--- config.mk ---
export PLATFORM = sky130hd
export DESIGN_NAME = xor_checked_packet_framer
export DESIGN_NICKNAME = d
export VERILOG_FILES = /design/src/design/xcpf_pkg.sv /design/src/design/xor_checked_packet_framer.sv /design/src/design/xcpf_regs.sv /design/src/design/xcpf_front.sv /design/src/design/xcpf_fifo.sv /design/src/design/xcpf_back.sv
export VERILOG_INCLUDE_DIRS = /design/src /design/src/design
export SDC_FILE = /design/constraint.sdc
export NUM_CORES = 1
export LEC_CHECK = 0
export BUFFER_PORTS_ARGS = -buffer_cell sky130_fd_sc_hd__buf_4
export CORE_MARGIN = 1.5
export CORE_UTILIZATION = 53
export DETAILED_ROUTE_END_ITERATION = 7
export PLACE_DENSITY = 0.76
export SYNTH_ARGS = -nofsm -noshare
export SYNTH_HDL_FRONTEND = slang
export SYNTH_SLANG_ARGS = --single-unit
export TNS_END_PERCENT = 100
--- constraint.sdc ---
create_clock -name clk -period 2.5 [get_ports clk]
set_input_delay 0.25 -clock clk [delete_from_list [all_inputs] [get_ports clk]]
set_output_delay 0.25 -clock clk [all_outputs]
set_load 0.01 [all_outputs]
--- src/design/xor_checked_packet_framer_assert.svh ---
// Assertion macros used by the framer RTL (xcpf_back).
`ifndef XOR_CHECKED_PACKET_FRAMER_ASSERT_SVH
`define XOR_CHECKED_PACKET_FRAMER_ASSERT_SVH

// Same-cycle implication, checked on clk, off during reset.
`define XCPF_ASSERT_NOW(lbl, ante, cons, msg) \
	lbl: assert property (@(posedge clk) disable iff (!arst_n) (ante) |-> (cons)) \
		else $error(msg);

// Next-cycle implication, checked on clk, off during reset.
`define XCPF_ASSERT_NEXT(lbl, ante, cons, msg) \
	lbl: assert property (@(posedge clk) disable iff (!arst_n) (ante) |=> (cons)) \
		else $error(msg);

`endif

--- src/design/xcpf_pkg.sv ---
`timescale 1ns / 1ps
`default_nettype none

package xcpf_pkg;

	localparam int PADDR_W = 4;

	// register indexes (paddr[3:2])
	localparam logic [1:0] REG_PREFIX  = 2'd0;
	localparam logic [1:0] REG_SUFFIX  = 2'd1;
	localparam logic [1:0] REG_MAX_LEN = 2'd2;

	localparam logic [15:0] MAX_FRAME_RESET = 16'd128;
	localparam logic [16:0] FRAME_OVERHEAD  = 17'd5;

	// output steps of one job, emitted lowest bit first
	localparam int NUM_STEPS   = 7;
	localparam int STEP_PREFIX = 0;
	localparam int STEP_LEN_HI = 1;
	localparam int STEP_LEN_LO = 2;
	localparam int STEP_DATA   = 3;
	localparam int STEP_CHK    = 4;
	localparam int STEP_SUFFIX = 5;
	localparam int STEP_ERR    = 6;

	typedef logic [NUM_STEPS-1:0] steps_t;

	typedef struct packed {
		logic [7:0]  prefix_byte;
		logic [7:0]  suffix_byte;
		logic [15:0] max_frame_len;
	} cfg_t;

	typedef struct packed {
		logic [7:0]  data_byte;
		logic [15:0] payload_length;
		logic        last_byte;
		logic        no_payload;
	} in_item_t;

	typedef struct packed {
		logic [7:0] frame_byte;
		logic       size_error;
		logic       run_end;
	} out_item_t;

	typedef struct packed {
		steps_t      steps;
		logic [7:0]  data;
		logic [15:0] len;
		logic [7:0]  csum;
	} job_t;

	typedef struct packed {
		logic push;
		job_t job;
	} push_t;

	typedef struct packed {
		logic full;
		logic empty;
		job_t head;
	} q_status_t;

endpackage

`default_nettype wire

--- src/design/xor_checked_packet_framer.sv ---
// Length-prefixed frame builder with XOR checksum.
// Payload channel (payload_valid/payload_stall/payload) takes one byte per item;
// a packet's first item also supplies payload_length. Frame channel
// (frame_valid/frame_stall/frame) gives one frame byte per item, run_end marking
// the last byte caused by one payload item.
// A first item yields prefix, length high, length low and the data byte (4 bytes),
// a middle item 1, a last item data, checksum and suffix (3), a single-byte
// packet 6, an empty request 5 between packets or 2 inside one, an oversize
// packet one error item.
// Throughput is one frame byte per cycle while frame_stall is low, set by the
// output sequencer; payload items are taken every cycle while the job queue
// (QUEUE_DEPTH entries) has room, and pass the queue, step and output registers.
// When the receiver stalls, the output register holds and the queue fills;
// payload_stall rises once the queue is full.
// Reset clears the packet state, the queue and the output; registers return to
// prefix 0, suffix 0, max_frame_len 128. Registers sit at 0x0, 0x4, 0x8.
`timescale 1ns / 1ps
`default_nettype none

module xor_checked_packet_framer import xcpf_pkg::*; #(
	parameter int QUEUE_DEPTH = 4
) (
	input  logic               clk,
	input  logic               arst_n,
	input  logic               psel,
	input  logic               penable,
	input  logic               pwrite,
	input  logic [PADDR_W-1:0] paddr,
	input  logic [31:0]        pwdata,
	output logic [31:0]        prdata,
	output logic               pready,
	input  logic               payload_valid,
	output logic               payload_stall,
	input  in_item_t           payload,
	output logic               frame_valid,
	input  logic               frame_stall,
	output out_item_t          frame
);

	cfg_t      cfg;
	push_t     wr;
	q_status_t q;
	logic      pop;

	assign payload_stall = q.full;

	xcpf_regs u_regs (
		.clk     (clk),
		.arst_n  (arst_n),
		.psel    (psel),
		.penable (penable),
		.pwrite  (pwrite),
		.paddr   (paddr),
		.pwdata  (pwdata),
		.prdata  (prdata),
		.pready  (pready),
		.cfg     (cfg)
	);

	xcpf_front u_front (
		.clk           (clk),
		.arst_n        (arst_n),
		.cfg           (cfg),
		.payload_valid (payload_valid),
		.payload       (payload),
		.q_full        (q.full),
		.wr            (wr)
	);

	xcpf_fifo #(.DEPTH(QUEUE_DEPTH)) u_fifo (
		.clk    (clk),
		.arst_n (arst_n),
		.wr     (wr),
		.pop    (pop),
		.status (q)
	);

	xcpf_back u_back (
		.clk         (clk),
		.arst_n      (arst_n),
		.cfg         (cfg),
		.q           (q),
		.pop         (pop),
		.frame_valid (frame_valid),
		.frame_stall (frame_stall),
		.frame       (frame)
	);

endmodule

`default_nettype wire

--- src/design/xcpf_regs.sv ---
`timescale 1ns / 1ps
`default_nettype none

module xcpf_regs import xcpf_pkg::*; (
	input  logic               clk,
	input  logic               arst_n,
	input  logic               psel,
	input  logic               penable,
	input  logic               pwrite,
	input  logic [PADDR_W-1:0] paddr,
	input  logic [31:0]        pwdata,
	output logic [31:0]        prdata,
	output logic               pready,
	output cfg_t               cfg
);

	cfg_t cfg_q;
	logic wr_en;

	assign pready = 1'b1;
	assign wr_en  = psel && penable && pwrite && pready;
	assign cfg    = cfg_q;

	always_ff @(posedge clk or negedge arst_n) begin
		if (!arst_n) begin
			cfg_q.prefix_byte   <= 8'd0;
			cfg_q.suffix_byte   <= 8'd0;
			cfg_q.max_frame_len <= MAX_FRAME_RESET;
		end else if (wr_en) begin
			unique case (paddr[3:2])
				REG_PREFIX:  cfg_q.prefix_byte   <= pwdata[7:0];
				REG_SUFFIX:  cfg_q.suffix_byte   <= pwdata[7:0];
				REG_MAX_LEN: cfg_q.max_frame_len <= pwdata[15:0];
				default: ;
			endcase
		end
	end

	always_comb begin
		unique case (paddr[3:2])
			REG_PREFIX:  prdata = {24'd0, cfg_q.prefix_byte};
			REG_SUFFIX:  prdata = {24'd0, cfg_q.suffix_byte};
			REG_MAX_LEN: prdata = {16'd0, cfg_q.max_frame_len};
			default:     prdata = 32'd0;
		endcase
	end

endmodule

`default_nettype wire

--- src/design/xcpf_front.sv ---
`timescale 1ns / 1ps
`default_nettype none

module xcpf_front import xcpf_pkg::*; (
	input  logic     clk,
	input  logic     arst_n,
	input  cfg_t     cfg,
	input  logic     payload_valid,
	input  in_item_t payload,
	input  logic     q_full,
	output push_t    wr
);

	logic       inside_q;
	logic       drop_q;
	logic [7:0] xor_q;

	logic        accept;
	logic        ends;
	logic [15:0] len_eff;
	logic        oversize;
	logic [7:0]  xor_nxt;
	job_t        job;
	logic        inside_nxt;
	logic        drop_nxt;
	logic [7:0]  xor_upd;

	assign accept   = payload_valid && !q_full;
	assign ends     = payload.last_byte || payload.no_payload;
	assign len_eff  = payload.no_payload ? 16'd0 : payload.payload_length;
	// 17-bit compare, length + overhead cannot wrap
	assign oversize = {1'b0, cfg.max_frame_len} < ({1'b0, len_eff} + FRAME_OVERHEAD);

	always_comb begin
		job        = '0;
		job.data   = payload.data_byte;
		job.len    = len_eff;
		inside_nxt = inside_q;
		drop_nxt   = drop_q;
		xor_upd    = xor_q;
		xor_nxt    = '0;
		priority if (drop_q) begin
			if (ends) begin
				drop_nxt   = 1'b0;
				inside_nxt = 1'b0;
			end
		end else if (!inside_q && oversize) begin
			job.steps[STEP_ERR] = 1'b1;
			if (!ends) begin
				drop_nxt   = 1'b1;
				inside_nxt = 1'b1;
			end
		end else begin
			// running checksum restarts on a packet's first item
			xor_nxt = inside_q ? xor_q : 8'd0;
			if (!inside_q) begin
				job.steps[STEP_PREFIX] = 1'b1;
				job.steps[STEP_LEN_HI] = 1'b1;
				job.steps[STEP_LEN_LO] = 1'b1;
			end
			if (!payload.no_payload) begin
				job.steps[STEP_DATA] = 1'b1;
				xor_nxt = xor_nxt ^ payload.data_byte;
			end
			job.csum = xor_nxt;
			if (ends) begin
				job.steps[STEP_CHK]    = 1'b1;
				job.steps[STEP_SUFFIX] = 1'b1;
				inside_nxt = 1'b0;
				xor_upd    = 8'd0;
			end else begin
				inside_nxt = 1'b1;
				xor_upd    = xor_nxt;
			end
		end
	end

	assign wr.push = accept && (job.steps != '0);
	assign wr.job  = job;

	always_ff @(posedge clk or negedge arst_n) begin
		if (!arst_n) begin
			inside_q <= 1'b0;
			drop_q   <= 1'b0;
			xor_q    <= 8'd0;
		end else if (accept) begin
			inside_q <= inside_nxt;
			drop_q   <= drop_nxt;
			xor_q    <= xor_upd;
		end
	end

endmodule

`default_nettype wire

--- src/design/xcpf_fifo.sv ---
`timescale 1ns / 1ps
`default_nettype none

module xcpf_fifo import xcpf_pkg::*; #(
	parameter int DEPTH = 4
) (
	input  logic      clk,
	input  logic      arst_n,
	input  push_t     wr,
	input  logic      pop,
	output q_status_t status
);

	localparam int PTR_W = (DEPTH > 1) ? $clog2(DEPTH) : 1;
	localparam int CNT_W = $clog2(DEPTH + 1);
	localparam logic [PTR_W-1:0] LAST_PTR = PTR_W'(DEPTH - 1);
	localparam logic [CNT_W-1:0] FULL_CNT = CNT_W'(DEPTH);

	job_t             mem_q [DEPTH];
	logic [PTR_W-1:0] wr_ptr_q;
	logic [PTR_W-1:0] rd_ptr_q;
	logic [CNT_W-1:0] count_q;
	logic             do_push;
	logic             do_pop;

	assign status.full  = (count_q == FULL_CNT);
	assign status.empty = (count_q == '0);
	assign status.head  = mem_q[rd_ptr_q];

	assign do_push = wr.push && !status.full;
	assign do_pop  = pop && !status.empty;

	always_ff @(posedge clk) begin
		if (do_push) begin
			mem_q[wr_ptr_q] <= wr.job;
		end
	end

	always_ff @(posedge clk or negedge arst_n) begin
		if (!arst_n) begin
			wr_ptr_q <= '0;
			rd_ptr_q <= '0;
			count_q  <= '0;
		end else begin
			if (do_push) begin
				wr_ptr_q <= (wr_ptr_q == LAST_PTR) ? '0 : wr_ptr_q + 1'b1;
			end
			if (do_pop) begin
				rd_ptr_q <= (rd_ptr_q == LAST_PTR) ? '0 : rd_ptr_q + 1'b1;
			end
			if (do_push && !do_pop) begin
				count_q <= count_q + 1'b1;
			end else if (do_pop && !do_push) begin
				count_q <= count_q - 1'b1;
			end
		end
	end

endmodule

`default_nettype wire

--- src/design/xcpf_back.sv ---
`timescale 1ns / 1ps
`default_nettype none
`include "xor_checked_packet_framer_assert.svh"

module xcpf_back import xcpf_pkg::*; (
	input  logic      clk,
	input  logic      arst_n,
	input  cfg_t      cfg,
	input  q_status_t q,
	output logic      pop,
	output logic      frame_valid,
	input  logic      frame_stall,
	output out_item_t frame
);

	steps_t     steps_q;
	job_t       job_q;
	logic       out_valid_q;
	out_item_t  out_q;

	steps_t     sel;
	steps_t     rest;
	logic [7:0] byte_val;
	logic       adv;

	// pick the lowest pending step
	always_comb begin
		sel      = '0;
		byte_val = 8'd0;
		priority if (steps_q[STEP_PREFIX]) begin
			sel[STEP_PREFIX] = 1'b1;
			byte_val         = cfg.prefix_byte;
		end else if (steps_q[STEP_LEN_HI]) begin
			sel[STEP_LEN_HI] = 1'b1;
			byte_val         = job_q.len[15:8];
		end else if (steps_q[STEP_LEN_LO]) begin
			sel[STEP_LEN_LO] = 1'b1;
			byte_val         = job_q.len[7:0];
		end else if (steps_q[STEP_DATA]) begin
			sel[STEP_DATA] = 1'b1;
			byte_val       = job_q.data;
		end else if (steps_q[STEP_CHK]) begin
			sel[STEP_CHK] = 1'b1;
			byte_val      = job_q.csum;
		end else if (steps_q[STEP_SUFFIX]) begin
			sel[STEP_SUFFIX] = 1'b1;
			byte_val         = cfg.suffix_byte;
		end else if (steps_q[STEP_ERR]) begin
			sel[STEP_ERR] = 1'b1;
		end
	end

	assign adv  = (steps_q != '0) && (!out_valid_q || !frame_stall);
	assign rest = steps_q & ~sel;
	// reload as the last step goes out, so unstalled one-byte jobs run every cycle
	assign pop  = !q.empty && ((steps_q == '0) || (adv && (rest == '0)));

	always_ff @(posedge clk or negedge arst_n) begin
		if (!arst_n) begin
			steps_q <= '0;
		end else if (pop) begin
			steps_q <= q.head.steps;
		end else if (adv) begin
			steps_q <= rest;
		end
	end

	always_ff @(posedge clk) begin
		if (pop) begin
			job_q <= q.head;
		end
	end

	always_ff @(posedge clk or negedge arst_n) begin
		if (!arst_n) begin
			out_valid_q <= 1'b0;
		end else if (adv) begin
			out_valid_q <= 1'b1;
		end else if (!frame_stall) begin
			out_valid_q <= 1'b0;
		end
	end

	always_ff @(posedge clk) begin
		if (adv) begin
			out_q.frame_byte <= byte_val;
			out_q.size_error <= sel[STEP_ERR];
			out_q.run_end    <= (rest == '0);
		end
	end

	assign frame_valid = out_valid_q;
	assign frame       = out_q;

	`XCPF_ASSERT_NOW(a_sel_onehot, adv, $onehot(sel), "step select not one-hot")
	`XCPF_ASSERT_NOW(a_err_alone, steps_q[STEP_ERR], steps_q == sel, "error step mixed with bytes")
	`XCPF_ASSERT_NOW(a_err_ends, out_valid_q && out_q.size_error, out_q.run_end,
		"error result not last of its item")
	`XCPF_ASSERT_NEXT(a_idle_loads, (steps_q == '0) && !q.empty, steps_q != '0,
		"back end idle with a job queued")

endmodule

`default_nettype wire

==> results.md <==
- Outcome: finished, violations left
- Failing checks: setup timing
- Slew Limit Headroom: 48.1%
- Die footprint: 21400 um^2
- Crit path max fanout: 5
- Synth Area per Inst: 14.6 um^2
- Final layout net count: 1002
- Synth top area share: between 50% and 60%
- Peak supply drop: 0.000667 V
- Drt initial violations: 517
- Synth unique cells: 56
- First-pass GRT wire length: ~38 mm
- CTS tree: done
- P per Cell Area: 1080 nW/um^2
- Worst Path Required: 2820 ps
- WHS: 103 ps
- Via count: 6772
- FF+latch area: 7020 um^2
- Largest family of logic cells by synthesized area: multiplexers
- Initial antenna violation count: 0
- Compound-cell area share of the yosys netlist: 6.89%
- Hold Startpoint: payload_valid
- Final WS setup: -379 ps
- Simple-gate area share of the yosys netlist: 8.78%
- R2R Path End: u_front.xor_q[0]$_DFFE_PN0P_
- Initial core utilization: 53.8%
- Pre-CTS setup slack: -1010 ps
- Worst Path Arrival: 3200 ps
- Synthesized instance count: between 700 and 800
- DP Area: 12300 um^2
- Sequential area share after synthesis: 64.6%
- Routability cong.: roughly 0.85
- Port bufs: 78
- Root buf cell: clkbuf_16
- Drt drc: 0
- Xor and xnor area share after synthesis: 1.45%
- Hold Crit Class: input pin to flop
- Die X: 146 um
- Crit Path Class: input pin to flop
- Fmax: roughly 350 MHz
- Min-Delay Endpoint: u_front.inside_q$_DFFE_PN0P_
- CORE AREA: 20200 um^2
- Antenna fix cells: 0
- Number of fillers in the final layout: 1364
- Post-layout util: between 60 and 70%
- Vias per cell: 5.65
- Synth warnings: 0
- Layout cells sized above 1: 35.2%
- Global Route Usage Sum: 22.9%
- Die height: roughly 150 um
- Register bit total from synthesis: between 200 and 250
- ANT nets after route: 0
- Top-level I/O count: 114
- Lkg Pwr: 5.14 nW
- Area of the multi-input gates: 3970 um^2
- Hold path depth: 3
- Hold Violations, Final: 0
- Beginning of the critical path: payload[0]
- WL/cell: 20.3 um
- Site Rows: 52
- Post-synth EDFFs: 186
- Critical Path Start Type: input pin
- Fin crit share: 115%
- Vias in the first global route: between 7000 and 8000
- Cts bufs inserted: 25
- Design area: 13700 um^2
- Clk buf depth: 3
- Drt total wl: 24.3 mm
- Final setup vio count: 57
- Largest net degree at the start of global routing: 58
- Synth area leaders: edfxtp_1 51%, dfrtp_1 13%, mux4_2 7.3%
- Post-synthesis mux area share: roughly an eighth
- Max-slew violations: 0
- Clk_lat worst skew: 520 ps
- GRT overflow: 0
- H-tree depth: 1
- Reg2Reg Depth: 8
- # clock sinks: about 240
- Setup crit end kind: flop
- Final min period: 2880 ps
- R2r setup slk: -90 ps
- Tot Pwr: approximately 15 mW
- Adder-cell share of the synthesized area: between 2 and 3%
- R2R Path Start: u_regs.cfg[7]$_DFFE_PN1P_
- Unrepaired setup endpoints after global routing: yes
- Worst-Margin Slew: 779 ps
- Hpwl dp: 16.0 mm
- Drt pass-1 iters: 5
- Layout Skew: 9.16 ps
- Synth-to-Final Area Change: 26.1%
- Maxcap violations: 0
- Synth Cell Area: 10900 um^2
- Ys flop type: edfxtp_1
- Synth async-reset ratio: 23.5%
- Synth area leader: edfxtp_1
- Clock-pin transition on the worst setup and hold timing paths: 60 ps
[flip-flops by register name, summed over array words and instances, names as in the netlist, 2 cells and up]
register / count
u_fifo.mem_q: 144
u_fifo.count_q: 3
u_regs.cfg: 32
u_fifo.rd_ptr_q: 2
u_fifo.wr_ptr_q: 2
u_back.job_q: 32
u_front.xor_q: 8
u_back.steps_q: 7
u_back.frame: 10
[through the flow]
step | std cells | setup TNS [ps]
2_1_floorplan | 757 | -44870
5_1_grt | 1198 | -26050
3_5_place_dp | 1119 | -54800
6_report | 1198 | -17770
3_3_place_gp | 1119 | -48340
4_1_cts | 1193 | -19630
[cell usage after synthesis, drive strengths merged, types with 4 or more instances]
master	n
xnor2	8
xor2	10
o21ai	44
a21oi	35
inv	17
nor3	6
mux2	34
mux2i	17
nor2b	20
o221ai	8
a221oi	7
ha	22
clkbuf	23
and2	15
buf	27
nor2	28
mux4	35
nand2b	13
nand3	9
a21o	4
nand2	68
nand3b	9
dfrtp	56
edfxtp	186
or3	4
[power breakdown]
group          switching [mW]  total [mW]  internal, mW
sequential              0.605        6.39          5.78
clock                    1.50        3.63          2.13
combinational            2.58        4.77          2.19
[routing by layer]
layer | routed length [um] | vias up | GRT usage [%]
met5 | 0 | - | 0
met4 | 476 | 0 | 5.91
met3 | 1290 | 36 | 3.34
met2 | 12300 | 224 | 38.9
met1 | 10300 | 3411 | 31.5
li1 | - | 3101 | -
[placed cells by master (no fill, tap or decap), types with 8 or more instances in the layout]
master / n
and2_1: 10
mux2i_1: 17
buf_4: 138
nand2b_1: 12
ha_1: 20
mux2_2: 34
nand3b_1: 9
conb_1: 17
inv_1: 16
dlygate4sd3_1: 25
o21ai_0: 26
xor2_1: 10
o21ai_2: 9
nor2b_1: 12
mux4_2: 35
nand2_1: 68
clkbuf_16: 26
xnor2_1: 8
edfxtp_1: 186
a21oi_1: 32
dfrtp_1: 54
o21ai_1: 9
nor2_1: 24
[logic make-up (layout without fill, tap and decap cells)]
logic type | count (synthesis) | in the layout
other | 2 | 17
DFF | 243 | 243
buffers and inverters | 67 | 238
and+or+nand+nor | 187 | 187
AOI/OAI and AO/OA | 114 | 114
xor gates and xnor gates | 18 | 18
adders and majority gates | 25 | 25
muxes | 86 | 86
[timing repair]
| action | CTS | global route |
|---|---|---|
| gates resized for setup | 26 | 39 |
| hold endpoints to repair | 121 | 0 |
| pin swaps | 18 | 26 |
| hold buffers | 25 | 0 |
| setup endpoints to repair | 58 | 59 |
| setup buffers | 4 | 6 |
[layout make-up]
cell class              instances  area share [%]
inverters                      17           0.466
flip-flops and latches        243            51.2
clock buffers                  29            4.91
repair buffers                176            11.0
clock inverters                16           0.987
well taps                     270            2.47
multi-input cells             447            29.0
[critical path, stage by stage]
cell and delay [ps]:
buf_8 110, nor2b_4 130, ha_4 150, o21ai_2 50, nor2_2 140, nand3_2 130, nor2_4 140, nand4_1 110
xor2_1 170, ha_1 320, nand3_2 80, or3_4 350, a2111oi_4 310, o31ai_4 130, nand2b_4 190, buf_8 150
a221oi_4 300
[worst max-delay path by stage]
stage	endpoint	cells after the start
floorplan	u_fifo.mem_q[0][0]$_DFFE_PP_	18
finish	u_fifo.mem_q[0][1]$_DFFE_PP_	17
global placement	u_fifo.mem_q[0][1]$_DFFE_PP_	17
CTS	u_fifo.mem_q[0][1]$_DFFE_PP_	16
global route	u_fifo.mem_q[2][0]$_DFFE_PP_	17
detailed placement	u_fifo.mem_q[1][1]$_DFFE_PP_	16
Power figures use the tool's default switching activity.
